--- src/sv/sts_pkg.sv ---
// Shared constants and widths for the series sine block.
package sts_pkg;

  // Fixed-point format of the angle, the sine and the cosine.
  localparam int FRAC_BITS  = 28;
  localparam int ANGLE_W    = 32;
  localparam int SINE_W     = FRAC_BITS + 2;
  localparam int COS_W      = FRAC_BITS + 1;
  localparam int TOL_W      = 8;
  localparam logic [TOL_W-1:0] TOL_RESET = 8'd3;

  // Default number of series terms.
  localparam int TERMS_DEF  = 32;

  // Term magnitudes saturate at 2^62, so they fit in 63 bits.
  localparam int MAG_W      = 63;
  localparam logic [MAG_W-1:0] MAG_CAP = {1'b1, {(MAG_W-1){1'b0}}};

  // Stream widths: tdata padded to whole bytes.
  localparam int IN_DATA_W  = ((ANGLE_W + 7) / 8) * 8;
  localparam int OUT_FLD_W  = SINE_W + COS_W + 1;
  localparam int OUT_DATA_W = ((OUT_FLD_W + 7) / 8) * 8;

  // Multiplier and accumulator.
  localparam int MUL_W      = 32;
  localparam int ACC_W      = MAG_W + ANGLE_W;

  // Divider: quotient bits per cycle and padded dividend width.
  localparam int DIV_BITS   = 8;
  localparam int QW         = ((MAG_W + DIV_BITS - 1) / DIV_BITS) * DIV_BITS;
  localparam int DIV_CYC    = QW / DIV_BITS;

  // Square root: one result bit per cycle.
  localparam int SQRT_CYC   = FRAC_BITS + 1;
  localparam int RAD_W      = 2 * (FRAC_BITS + 1);
  localparam int SREM_W     = FRAC_BITS + 2;

  localparam int CNT_MAX    = (SQRT_CYC > DIV_CYC) ? SQRT_CYC : DIV_CYC;
  localparam int CNT_W      = $clog2(CNT_MAX);

endpackage

--- src/sv/sine_taylor_series.sv ---
// Series sine with cosine magnitude and near-equality flag, one shared multiplier.
//
//   channel  | direction | ports                                   | transaction
//   ---------+-----------+-----------------------------------------+--------------------------
//   in       | slave     | in_tvalid, in_tready, in_tdata[31:0]    | one angle, Q4.28 unsigned
//   out      | master    | out_tvalid, out_tready, out_tdata[63:0] | sine, cosine, flag
//   cfg      | write     | cfg_wr_en, cfg_wr_data[7:0]             | equal tolerance in LSBs
//
// Each series term costs two products of a 63-bit magnitude by the 32-bit
// angle, each done in two halves on the single 32x32 multiplier plus a
// saturation step, then the 8-bit-per-cycle divider and an add into the
// running sum. The square root then resolves one bit per cycle.
// Reset is synchronous and active low; it clears the sequencer, the output
// valid and sets the tolerance to 3. The input side is ready only while the
// sequencer is idle. A finished result waits in the output register, so a
// stalled output does not hold off the next angle; only a second result
// waiting behind the first one stalls the sequencer in its final state.
module sine_taylor_series
  import sts_pkg::*;
#(
  parameter int TERMS = TERMS_DEF
) (
  input  logic                  clk,
  input  logic                  rst_n,
  // Input stream. tdata: angle [31:0].
  input  logic                  in_tvalid,
  output logic                  in_tready,
  input  logic [IN_DATA_W-1:0]  in_tdata,
  // Result stream. tdata: sine_value [29:0] (signed), cosine_magnitude [58:30],
  // near_equal [59], zero padding [63:60].
  output logic                  out_tvalid,
  input  logic                  out_tready,
  output logic [OUT_DATA_W-1:0] out_tdata,
  // Configuration: equal_tolerance.
  input  logic                  cfg_wr_en,
  input  logic [TOL_W-1:0]      cfg_wr_data
);

  // Term index and divisor widths follow from the term count.
  localparam int KW    = $clog2(TERMS);
  localparam int D_MAX = 2 * (TERMS - 1) * (2 * TERMS - 1);
  localparam int DW    = $clog2(D_MAX + 1);

  localparam logic [3:0] ST_IDLE  = 4'd0;
  localparam logic [3:0] ST_MLO   = 4'd1;
  localparam logic [3:0] ST_MHI   = 4'd2;
  localparam logic [3:0] ST_MSAT  = 4'd3;
  localparam logic [3:0] ST_DIV   = 4'd4;
  localparam logic [3:0] ST_ADD   = 4'd5;
  localparam logic [3:0] ST_CLAMP = 4'd6;
  localparam logic [3:0] ST_SQ    = 4'd7;
  localparam logic [3:0] ST_SQRT  = 4'd8;
  localparam logic [3:0] ST_FIN   = 4'd9;

  localparam logic signed [64:0] SUM_CAP = 65'sd1 <<< (MAG_W - 1);
  localparam logic signed [63:0] ONE_S   = 64'sd1 <<< FRAC_BITS;
  localparam logic [63:0]        ONE2    = 64'd1 << (2 * FRAC_BITS);

  // Control state.
  logic [3:0]       state_r, state_nxt;
  logic             pass_r, pass_nxt;
  logic [KW-1:0]    k_r, k_nxt;
  logic [CNT_W-1:0] cnt_r, cnt_nxt;
  logic [TOL_W-1:0] tol_r, tol_nxt;
  logic             out_tvalid_r, out_tvalid_nxt;

  // Datapath registers.
  logic [ANGLE_W-1:0]     x_r, x_nxt;
  logic [MAG_W-1:0]       m_r, m_nxt;
  logic signed [63:0]     sum_r, sum_nxt;
  logic [ACC_W-1:0]       acc_r, acc_nxt;
  logic [DW-1:0]          d_r, d_nxt;
  logic [QW-1:0]          q_r, q_nxt;
  logic [DW-1:0]          rem_r, rem_nxt;
  logic signed [SINE_W-1:0] sine_r, sine_nxt;
  logic [COS_W-1:0]       smag_r, smag_nxt;
  logic [RAD_W-1:0]       v_r, v_nxt;
  logic [SREM_W-1:0]      srem_r, srem_nxt;
  logic [COS_W-1:0]       root_r, root_nxt;
  logic [OUT_DATA_W-1:0]  out_tdata_r, out_tdata_nxt;

  // The shared multiplier.
  logic [MUL_W-1:0]   mul_a, mul_b;
  logic [2*MUL_W-1:0] mul_p;

  always_comb begin
    case (state_r)
      ST_MHI: begin
        mul_a = MUL_W'(m_r[MAG_W-1:MUL_W]);
        mul_b = x_r;
      end
      ST_SQ: begin
        mul_a = MUL_W'(smag_r);
        mul_b = MUL_W'(smag_r);
      end
      default: begin
        mul_a = m_r[MUL_W-1:0];
        mul_b = x_r;
      end
    endcase
  end

  assign mul_p = {{MUL_W{1'b0}}, mul_a} * {{MUL_W{1'b0}}, mul_b};

  // Saturated scaled product from the accumulator.
  logic [ACC_W-FRAC_BITS-1:0] acc_shift;
  logic [MAG_W-1:0]           m_sat;

  assign acc_shift = acc_r[ACC_W-1:FRAC_BITS];
  assign m_sat = (acc_shift > (ACC_W-FRAC_BITS)'(MAG_CAP)) ? MAG_CAP : acc_shift[MAG_W-1:0];

  // Divider: DIV_BITS restoring steps per cycle on a narrow remainder.
  logic [QW-1:0] dq;
  logic [DW-1:0] drem;

  always_comb begin
    logic [DW:0] drem2;
    logic        ge;
    dq   = q_r;
    drem = rem_r;
    for (int i = 0; i < DIV_BITS; i++) begin
      drem2 = {drem, dq[QW-1]};
      ge    = (drem2 >= {1'b0, d_r});
      drem  = ge ? DW'(drem2 - {1'b0, d_r}) : DW'(drem2);
      dq    = {dq[QW-2:0], ge};
    end
  end

  // Running sum with saturation at plus or minus 2^62.
  logic signed [64:0] sum_wide;
  logic signed [63:0] sum_sat;

  assign sum_wide = k_r[0] ? ({sum_r[63], sum_r} - $signed({2'b00, q_r[MAG_W-1:0]}))
                           : ({sum_r[63], sum_r} + $signed({2'b00, q_r[MAG_W-1:0]}));
  assign sum_sat  = (sum_wide > SUM_CAP)  ? SUM_CAP[63:0] :
                    (sum_wide < -SUM_CAP) ? 64'(-SUM_CAP) : sum_wide[63:0];

  // Final clamp of the sum to plus or minus one.
  logic signed [63:0] sum_clamp;

  assign sum_clamp = (sum_r > ONE_S) ? ONE_S : (sum_r < -ONE_S) ? -ONE_S : sum_r;

  // Square-root step.
  logic [SREM_W+1:0] srem2, strial;
  logic              sge;

  assign srem2  = {srem_r, v_r[RAD_W-1:RAD_W-2]};
  assign strial = {1'b0, root_r, 2'b01};
  assign sge    = (srem2 >= strial);

  // Result fields and the near-equality flag.
  logic signed [SINE_W:0] diff, diff_abs;
  logic                   near_eq;

  assign diff     = $signed({2'b00, root_r}) - $signed({sine_r[SINE_W-1], sine_r});
  assign diff_abs = diff[SINE_W] ? -diff : diff;
  assign near_eq  = ($unsigned(diff_abs) <= (SINE_W+1)'(tol_r));

  always_comb begin
    state_nxt      = state_r;
    pass_nxt       = pass_r;
    k_nxt          = k_r;
    cnt_nxt        = cnt_r;
    tol_nxt        = cfg_wr_en ? cfg_wr_data : tol_r;
    out_tvalid_nxt = out_tvalid_r && !out_tready;
    x_nxt          = x_r;
    m_nxt          = m_r;
    sum_nxt        = sum_r;
    acc_nxt        = acc_r;
    d_nxt          = d_r;
    q_nxt          = q_r;
    rem_nxt        = rem_r;
    sine_nxt       = sine_r;
    smag_nxt       = smag_r;
    v_nxt          = v_r;
    srem_nxt       = srem_r;
    root_nxt       = root_r;
    out_tdata_nxt  = out_tdata_r;

    case (state_r)
      ST_IDLE: begin
        if (in_tvalid) begin
          // Term 0 is the angle itself; it is always below the cap.
          x_nxt     = in_tdata[ANGLE_W-1:0];
          m_nxt     = MAG_W'(in_tdata[ANGLE_W-1:0]);
          sum_nxt   = 64'(in_tdata[ANGLE_W-1:0]);
          k_nxt     = KW'(1);
          d_nxt     = DW'(6);
          pass_nxt  = 1'b0;
          state_nxt = ST_MLO;
        end
      end
      ST_MLO: begin
        acc_nxt   = ACC_W'(mul_p);
        state_nxt = ST_MHI;
      end
      ST_MHI: begin
        acc_nxt   = acc_r + {mul_p[ACC_W-MUL_W-1:0], {MUL_W{1'b0}}};
        state_nxt = ST_MSAT;
      end
      ST_MSAT: begin
        if (!pass_r) begin
          m_nxt     = m_sat;
          pass_nxt  = 1'b1;
          state_nxt = ST_MLO;
        end else begin
          q_nxt     = QW'(m_sat);
          rem_nxt   = '0;
          cnt_nxt   = '0;
          state_nxt = ST_DIV;
        end
      end
      ST_DIV: begin
        q_nxt   = dq;
        rem_nxt = drem;
        cnt_nxt = cnt_r + CNT_W'(1);
        if (cnt_r == CNT_W'(DIV_CYC - 1)) begin
          state_nxt = ST_ADD;
        end
      end
      ST_ADD: begin
        // Odd terms subtract, even terms add.
        m_nxt    = q_r[MAG_W-1:0];
        sum_nxt  = sum_sat;
        pass_nxt = 1'b0;
        if (k_r == KW'(TERMS - 1)) begin
          state_nxt = ST_CLAMP;
        end else begin
          // (2k+2)(2k+3) - (2k)(2k+1) = 8k + 6
          d_nxt     = d_r + (DW'(k_r) << 3) + DW'(6);
          k_nxt     = k_r + KW'(1);
          state_nxt = ST_MLO;
        end
      end
      ST_CLAMP: begin
        sine_nxt  = SINE_W'(sum_clamp);
        smag_nxt  = sum_clamp[63] ? COS_W'(-sum_clamp) : COS_W'(sum_clamp);
        state_nxt = ST_SQ;
      end
      ST_SQ: begin
        v_nxt     = (mul_p > ONE2) ? '0 : RAD_W'(ONE2 - mul_p);
        srem_nxt  = '0;
        root_nxt  = '0;
        cnt_nxt   = '0;
        state_nxt = ST_SQRT;
      end
      ST_SQRT: begin
        srem_nxt = sge ? SREM_W'(srem2 - strial) : SREM_W'(srem2);
        root_nxt = {root_r[COS_W-2:0], sge};
        v_nxt    = v_r << 2;
        cnt_nxt  = cnt_r + CNT_W'(1);
        if (cnt_r == CNT_W'(SQRT_CYC - 1)) begin
          state_nxt = ST_FIN;
        end
      end
      ST_FIN: begin
        if (!out_tvalid_r || out_tready) begin
          out_tdata_nxt  = OUT_DATA_W'({near_eq, root_r, sine_r});
          out_tvalid_nxt = 1'b1;
          state_nxt      = ST_IDLE;
        end
      end
      default: begin
        state_nxt = ST_IDLE;
      end
    endcase
  end

  always_ff @(posedge clk) begin
    if (!rst_n) begin
      state_r      <= ST_IDLE;
      pass_r       <= 1'b0;
      k_r          <= '0;
      cnt_r        <= '0;
      tol_r        <= TOL_RESET;
      out_tvalid_r <= 1'b0;
    end else begin
      state_r      <= state_nxt;
      pass_r       <= pass_nxt;
      k_r          <= k_nxt;
      cnt_r        <= cnt_nxt;
      tol_r        <= tol_nxt;
      out_tvalid_r <= out_tvalid_nxt;
    end
  end

  always_ff @(posedge clk) begin
    x_r         <= x_nxt;
    m_r         <= m_nxt;
    sum_r       <= sum_nxt;
    acc_r       <= acc_nxt;
    d_r         <= d_nxt;
    q_r         <= q_nxt;
    rem_r       <= rem_nxt;
    sine_r      <= sine_nxt;
    smag_r      <= smag_nxt;
    v_r         <= v_nxt;
    srem_r      <= srem_nxt;
    root_r      <= root_nxt;
    out_tdata_r <= out_tdata_nxt;
  end

  assign in_tready  = (state_r == ST_IDLE);
  assign out_tvalid = out_tvalid_r;
  assign out_tdata  = out_tdata_r;

  // An accepted angle always starts the first product.
  a_start: assert property (@(posedge clk) disable iff (!rst_n)
    (in_tvalid && in_tready) |=> (state_r == ST_MLO))
    else $error("accepted angle did not start the series");

  // The divider remainder stays below the divisor.
  a_rem: assert property (@(posedge clk) disable iff (!rst_n)
    (state_r == ST_DIV) |-> (rem_r < d_r))
    else $error("divider remainder not below divisor");

  // The term index never runs past the last term.
  a_term: assert property (@(posedge clk) disable iff (!rst_n)
    (state_r == ST_ADD) |-> (k_r <= KW'(TERMS - 1) && k_r != '0))
    else $error("term index out of range");

  // A delivered sine lies within plus or minus one.
  a_sine: assert property (@(posedge clk) disable iff (!rst_n)
    out_tvalid |-> ($signed(out_tdata[SINE_W-1:0]) <= $signed(ONE_S[SINE_W-1:0]) &&
                    $signed(out_tdata[SINE_W-1:0]) >= -$signed(ONE_S[SINE_W-1:0])))
    else $error("sine outside plus or minus one");

  // A delivered cosine magnitude is at most one.
  a_cos: assert property (@(posedge clk) disable iff (!rst_n)
    out_tvalid |-> (out_tdata[SINE_W+COS_W-1:SINE_W] <= COS_W'(ONE_S)))
    else $error("cosine magnitude above one");

endmodule

--- config.mk ---
export PLATFORM = sky130hd
export DESIGN_NAME = sine_taylor_series
export DESIGN_NICKNAME = d
export VERILOG_FILES = /design/src/sv/sts_pkg.sv /design/src/sv/sine_taylor_series.sv
export SDC_FILE = /design/constraint.sdc
export NUM_CORES = 2
export LEC_CHECK = 0
export BUFFER_PORTS_ARGS = -buffer_cell sky130_fd_sc_hd__buf_4
export CORE_MARGIN = 2
export CORE_UTILIZATION = 55
export CTS_CLUSTER_DIAMETER = 60
export DETAILED_ROUTE_END_ITERATION = 7
export HOLD_SLACK_MARGIN = 0.06
export PLACE_DENSITY = 0.74
export SLEW_MARGIN = 20
export SYNTH_ARGS = -nofsm -noshare
export SYNTH_HDL_FRONTEND = slang
export SYNTH_SLANG_ARGS = --single-unit
--- constraint.sdc ---
create_clock -name clk -period 19.29 [get_ports clk]
set_input_delay 1.929 -clock clk [delete_from_list [all_inputs] [get_ports clk]]
set_output_delay 1.929 -clock clk [all_outputs]
set_load 0.1 [all_outputs]
Word-level counts from Yosys, hierarchy flattened
Index checks and enable logic that the tools add are counted.
{"block": "totals", "register_bits": 602, "latch_bits": 0, "ram_bits": 0, "mem_bits_ro": 0, "in_bits": 45, "output_inout_bits": 66, "wordCells": 148, "memories": 0}
{"block": "op_classes", "add_sub_neg": 20, "mul": 1, "div_mod_pow": 0, "magnitude_cmp": 16, "n_eq_ne": 19, "n_shift": 0, "muxes": 52, "bitwise_logic": 0, "reduce_logical": 21}
{"op": "64-bit two-way mux", "count": 6}
{"op": "64-bit one-hot mux with 2 select lines", "count": 2}
{"op": "95-bit one-hot mux with 2 select lines", "count": 1}
{"op": "63-bit two-way mux", "count": 3}
{"op": "63-bit one-hot mux with 3 select lines", "count": 1}
{"op": "12-bit two-way mux", "count": 11}
{"op": "58-bit one-hot mux with 2 select lines", "count": 1}
{"op": "13-bit by 12-bit greater-or-equal comparator with 1-bit output", "count": 8}
{"op": "12-bit subtractor", "count": 8}
{"op": "95-bit adder", "count": 1}
{"op": "67-bit by 63-bit greater-than comparator with 1-bit output, second input constant", "count": 1}
{"op": "64-bit by 64-bit adder with 65-bit output", "count": 1}
{"op": "65-bit by 64-bit greater-than comparator with 1-bit output, second input constant", "count": 1}
{"op": "65-bit by 63-bit < comparator with 1-bit output, second input constant", "count": 1}
{"op": "65-bit two-way mux", "count": 1}
{"op": "64-bit by 64-bit subtractor with 65-bit output", "count": 1}
{"op": "64-bit by 30-bit greater-than comparator with 1-bit output, second input constant", "count": 1}
{"op": "64-bit by 57-bit greater-than comparator with 1-bit output, second input constant", "count": 1}
{"op": "64-bit by 29-bit < comparator with 1-bit output, second input constant", "count": 1}
{"op": "32-bit by 32-bit multiplier with 64-bit output", "count": 1}
{"op": "32-bit one-hot mux with 2 select lines", "count": 1}
{"op": "30-bit one-hot mux with 2 select lines", "count": 1}
{"op": "58-bit two-way mux", "count": 1}
{"op": "29-bit one-hot mux with 2 select lines", "count": 1}
{"op": "other kinds (40)", "count": 73}

Longest topological paths before layout
{"block": "depth", "word_depth": 17, "ltp_mapped": 99, "ltp_nobuf": 92}

Worst setup path after synthesis
OpenSTA, ideal clock, no wires.
{"block": "synth_timing", "path_type": "reg2reg", "from": "reg d_r[1]", "to": "reg rem_r[3] (data pin)", "setup_ns": 0.260, "arrival_time_ns": 19.983, "required_time_ns": 19.030, "slack_ns": -0.953, "path_stages_with_launch": 97, "path_buffers": 7, "period_less_slack_ns": 20.243, "cell_sequence": "edfxtp_1 -> inv_1 -> ha_1 -> o21ai_0 -> a22oi_2 -> nand2b_1 -> o211a_1 -> buf_2 -> buf_1 -> mux2_2 -> ha_1 -> o21ai_0 -> a221oi_1 -> nand4_1 -> a21oi_1 -> a221oi_1 -> o21ai_2 -> mux2_2 -> [61 not listed] -> clkbuf_1 -> and3_1 -> or2_2 -> ha_1 -> o21a_1 -> o21a_1 -> o21ai_0 -> a21boi_0 -> o21ai_0 -> a21boi_0 -> o21ai_0 -> nand2b_1 -> a21o_1 -> a21o_1 -> and2_1 -> or3_1 -> nor3_1 -> mux2_2"}
{"block": "synth_between", "elab_chain_len": 17, "word_cells_on_any_way": 25, "classes_between": "8 x add/sub; 8 x order compare; 9 x mux"}
{"element": "from (decl)", "line_no": "sine_taylor_series.sv:72", "source": "logic [DW-1:0] d_r, d_nxt;"}
{"element": "from (signal assigned)", "line_no": "sine_taylor_series.sv:292", "source": "d_r <= d_nxt;"}
{"element": "12-bit subtractor or 13-bit by 12-bit greater-or-equal comparator with 1-bit output (tied branches)", "line_no": "sine_taylor_series.sv:124, sine_taylor_series.sv:123"}
{"element": "12-bit two-way mux", "line_no": "sine_taylor_series.sv:124", "source": "drem = ge ? DW'(drem2 - {1'b0, d_r}) : DW'(drem2);"}
{"element": "12-bit subtractor or 13-bit by 12-bit greater-or-equal comparator with 1-bit output (tied branches)", "line_no": "sine_taylor_series.sv:124, sine_taylor_series.sv:123"}
{"element": "12-bit two-way mux", "line_no": "sine_taylor_series.sv:124"}
{"element": "12-bit subtractor or 13-bit by 12-bit greater-or-equal comparator with 1-bit output (tied branches)", "line_no": "sine_taylor_series.sv:124, sine_taylor_series.sv:123"}
{"element": "12-bit two-way mux", "line_no": "sine_taylor_series.sv:124"}
{"element": "12-bit subtractor or 13-bit by 12-bit greater-or-equal comparator with 1-bit output (tied branches)", "line_no": "sine_taylor_series.sv:124, sine_taylor_series.sv:123"}
{"element": "12-bit two-way mux", "line_no": "sine_taylor_series.sv:124"}
{"element": "12-bit subtractor or 13-bit by 12-bit greater-or-equal comparator with 1-bit output (tied branches)", "line_no": "sine_taylor_series.sv:124, sine_taylor_series.sv:123"}
{"element": "12-bit two-way mux", "line_no": "sine_taylor_series.sv:124"}
{"element": "12-bit subtractor or 13-bit by 12-bit greater-or-equal comparator with 1-bit output (tied branches)", "line_no": "sine_taylor_series.sv:124, sine_taylor_series.sv:123"}
{"element": "12-bit two-way mux", "line_no": "sine_taylor_series.sv:124"}
{"element": "13-bit by 12-bit greater-or-equal comparator with 1-bit output or 12-bit subtractor (tied branches)", "line_no": "sine_taylor_series.sv:123, sine_taylor_series.sv:124"}
{"element": "12-bit two-way mux", "line_no": "sine_taylor_series.sv:124"}
{"element": "12-bit subtractor or 13-bit by 12-bit greater-or-equal comparator with 1-bit output (tied branches)", "line_no": "sine_taylor_series.sv:124, sine_taylor_series.sv:123"}
{"element": "12-bit two-way mux (*)", "line_no": "sine_taylor_series.sv:124"}
{"element": "12-bit one-hot mux with 2 select lines (*)", "line_no": "sine_taylor_series.sv:180", "source": "case (state_r)"}
{"element": "to (signal assigned)", "line_no": "sine_taylor_series.sv:294", "source": "rem_r <= rem_nxt;"}
{"element": "to (decl)", "line_no": "sine_taylor_series.sv:74", "source": "logic [DW-1:0] rem_r, rem_nxt;"}
Mark *: on every way between the ends. The rest lies on a longest branch, timed or not.
A chain may end at the register's enable or synchronous reset.

Final worst setup path
{"block": "layout_timing", "from": "reg rem_r[6]", "to": "reg rem_r[11] (data pin)"}
{"block": "layout_between", "elab_chain_len": 17, "word_cells_on_any_way": 25, "classes_between": "8 x add/sub; 8 x order compare; 9 x mux"}
{"element": "12-bit subtractor or 13-bit by 12-bit greater-or-equal comparator with 1-bit output (tied branches)", "line_no": "sine_taylor_series.sv:124, sine_taylor_series.sv:123"}
{"element": "12-bit two-way mux (*)", "line_no": "sine_taylor_series.sv:124"}
{"element": "12-bit subtractor or 13-bit by 12-bit greater-or-equal comparator with 1-bit output (tied branches)", "line_no": "sine_taylor_series.sv:124, sine_taylor_series.sv:123"}
{"element": "12-bit two-way mux (*)", "line_no": "sine_taylor_series.sv:124"}
{"element": "12-bit subtractor or 13-bit by 12-bit greater-or-equal comparator with 1-bit output (tied branches)", "line_no": "sine_taylor_series.sv:124, sine_taylor_series.sv:123"}
{"element": "12-bit two-way mux (*)", "line_no": "sine_taylor_series.sv:124"}
{"element": "12-bit subtractor or 13-bit by 12-bit greater-or-equal comparator with 1-bit output (tied branches)", "line_no": "sine_taylor_series.sv:124, sine_taylor_series.sv:123"}
{"element": "12-bit two-way mux (*)", "line_no": "sine_taylor_series.sv:124"}
{"element": "12-bit subtractor or 13-bit by 12-bit greater-or-equal comparator with 1-bit output (tied branches)", "line_no": "sine_taylor_series.sv:124, sine_taylor_series.sv:123"}
{"element": "12-bit two-way mux (*)", "line_no": "sine_taylor_series.sv:124"}
{"element": "13-bit by 12-bit greater-or-equal comparator with 1-bit output or 12-bit subtractor (tied branches)", "line_no": "sine_taylor_series.sv:123, sine_taylor_series.sv:124"}
{"element": "12-bit two-way mux (*)", "line_no": "sine_taylor_series.sv:124"}
{"element": "12-bit subtractor or 13-bit by 12-bit greater-or-equal comparator with 1-bit output (tied branches)", "line_no": "sine_taylor_series.sv:124, sine_taylor_series.sv:123"}
{"element": "12-bit two-way mux (*)", "line_no": "sine_taylor_series.sv:124"}
{"element": "12-bit subtractor or 13-bit by 12-bit greater-or-equal comparator with 1-bit output (tied branches)", "line_no": "sine_taylor_series.sv:124, sine_taylor_series.sv:123"}
{"element": "12-bit two-way mux (*)", "line_no": "sine_taylor_series.sv:124"}
{"element": "12-bit one-hot mux with 2 select lines (*)", "line_no": "sine_taylor_series.sv:180"}
Marked as above.

==> flow_metrics.py <==
metrics = {
    "logic_synthesis": {
        "seq_area_frac_synth": 0.221,
        "yosysWarnings": 0,
        "syn_avg_cell_area_um2": 8.84,
        "synthCells": 8684,
        "synth.distinct_cells": 97,
        "ys.flop_type": "edfxtp_1",
        "ys_ff_latch": 572,
        "ys_async_sr_fraction": 0,
        "syn-cell-area_um2": 76700,
        "synth_edf_count": 548,
    },
    "route": {
        "post-route-drc-count": 169,
        "antenna_left": 0,
        "vias": 67200,
        "routed_wl_um": 265000,
        "drtPass1Iterations": 8,
        "viasPerCell": 6.21,
        "drtIter0Drc": 7942,
        "wl_per_cell_um": 24.5,
    },
    "critical_path": {
        "cpMostUsedCell": "o21a_1",
        "cp_slowest_stage_delay_ns": 0.49,
        "path_buf_inv": 7,
        "slowest_stage": "or4_4",
        "worstSetupPathType": "flip-flop to flip-flop",
        "path_delay_family": "compound AO/OA/AOI/OAI gates",
        "cp-end-kind": "flip-flop",
        "critPathLaunch": "rem_r[6]",
        "cp.required_ns": 19.78,
        "path_max_fanout": 5,
        "r2r_end": "rem_r[11]",
        "r2r_start": "rem_r[6]",
        "r2r_setup_slack_ns": 0.78,
        "rr_worst_depth": 90,
        "worstPathArrival_ns": 18.99,
        "critPathLaunchType": "flip-flop",
    },
    "grt": {
        "grt_max_degree": 95,
        "grt-ovfl-total": 0,
        "track_usage": 0.372,
        "grt_pass1_vias": 66100,
        "grt_first_pass_wirelength_um": 400000,
        "antenna_found_initial": 19,
    },
    "timing": {
        "fmax_ghz": 0.0540,
        "setup_viol": 0,
        "worstMarginPinSlew_ns": 1.33,
        "period_share": 0.959,
        "relSlewSlack": 0.107,
        "finalClockSkew_ns": 0.0370,
        "finalCriticalPeriod_ns": 18.51,
        "slew_viol_final": 0,
        "finalHoldViolCount": 0,
    },
    "final_layout": {
        "area_growth_pct": 10.4,
        "fin_area_um2": 84700,
        "layout_commonest_cell": "nand2_1",
        "finalNetCount": 10400,
        "final_layout_size_suffix_gt1_frac": 0.100,
        "final_cell_mix": "nand2_1, inv_1, fa_1, nor2_1, edfxtp_1",
        "instances_no_fill": 10800,
    },
    "run_status": {
        "failed_checks": "DRC",
        "status": "complete, but fails checks",
    },
    "floorplanning": {
        "start_util": 0.552,
        "dieArea_um2": 143000,
        "die_y_um": 378,
        "rows": 137,
        "ioPinCount": 111,
        "die_x_um": 378,
        "fp.coreArea_um2": 139000,
    },
    "clocking": {
        "ctsHoldBuffers": 0,
        "clock_latency_ns": 0.67,
        "clockRootBuffer": "clkbuf_16",
        "numCtsBuffers": 68,
        "clk_path_buf_depth": 3,
        "htreeDepth": 3,
        "tritoncts": "done",
        "clkTransAtPathRegs_ns": 0.06,
        "clock-sinks": 572,
    },
    "min_path": {
        "min_path_cells": 0,
        "min_from": "sine_r[9]",
        "hold_end": "out_tdata[9]",
        "hold_class": "flip-flop to flip-flop",
    },
    "placement": {
        "place_inst": 10700,
        "place_congestion": 1.02,
        "postPlaceCellArea_um2": 81600,
        "io_buffers": 106,
        "dp_hpwl_um": 203000,
    },
    "run": {
        "maxCapViolations": 0,
    },
}
logic make-up (layout without fill, tap and decap cells):
kind of cell,after synthesis,in the layout,synth area share
simple gates,2914,2914,0.172
other cells,2,18,0.0000979
mux,95,95,0.0129
buf+inv,1650,1889,0.0814
xor+xnor,400,400,0.0456
flops,572,572,0.221
compound gates,1584,1585,0.139
fa+ha+maj,1467,1467,0.328
worst max path at each step:
stage | to | slack [ns] | cells after the start
3_3_place_gp | rem_r[11] | -0.98 | 91
4_1_cts | rem_r[3] | 0.01 | 91
3_5_place_dp | rem_r[11] | -1.27 | 93
5_1_grt | rem_r[9] | -0.18 | 94
6_report | rem_r[11] | 0.78 | 90
2_1_floorplan | rem_r[3] | 0.01 | 96
per-layer routing:
layer,vias up,wire length (um),GRT usage
met4,12,15000,0.173
met5,-,249,0.0134
li1,29600,-,-
met2,3711,119000,0.582
met1,33100,101000,0.482
met3,798,29600,0.0977
Yosys cell counts, types with 96 or more instances:
| master | count | area [um2] |
|---|---|---|
| xnor2_1 | 274 | 2400 |
| fa_1 | 907 | 18200 |
| nand2_1 | 1324 | 4970 |
| and2_1 | 135 | 845 |
| nor3_1 | 146 | 731 |
| nand4_1 | 96 | 601 |
| ha_1 | 560 | 7010 |
| nor2_1 | 635 | 2380 |
| edfxtp_1 | 548 | 16500 |
| xor2_1 | 126 | 1100 |
| inv_1 | 1232 | 4620 |
| clkbuf_1 | 357 | 1340 |
| a21oi_1 | 390 | 1950 |
| o21ai_0 | 319 | 1600 |
| a21o_1 | 206 | 1550 |
| nand3_1 | 155 | 776 |
layout make-up:
class                           instances  area, um2
Antenna cell                            6       15.0
Clock buffer                           80       1800
Clock inverter                         40        497
Fill cell                           12000      54300
Inverter                             1232       4630
Multi-Input combinational cell       6473      54400
Sequential cell                       572      16900
Tap cell                             1876       2350
Timing Repair Buffer                  537       4050
sequential cells by signal (all words and copies together), names as in the netlist, 30 cells and up:
register,count
acc_r,67
m_r,63
out_tdata,60
q_r,64
srem_r,30
sum_r,64
v_r,58
x_r,32
through the flow:
step           setup slack [ns]  TNS (ns)  hold slack (ns)  utilization
3_3_place_gp             -0.985    -11.17            0.436        0.587
4_1_cts                 0.00953         0            0.450        0.605
2_1_floorplan            0.0144         0            0.426            -
3_5_place_dp              -1.27    -14.51            0.436        0.587
5_1_grt                  -0.176     -1.60            0.469        0.609
6_report                  0.783         0            0.450        0.609
timing repair:
item                       CTS  global route
pin swaps                    9            55
cloned                       2             0
setup buffers                3            22
setup endpoints to repair   12            12
resized for setup           33            99
worst reg2reg max path, delay by kind of cell (launching register included):
kind	cells	cell delay [ns]
compound gates	50	8.46
simple gates	19	4.78
fa+ha+maj	8	2.09
mux	6	1.68
buf+inv	7	0.90
flops	1	0.45
Power is not shown: default switching activity piles up to over one toggle a cycle in this logic, so the estimate is an artifact.
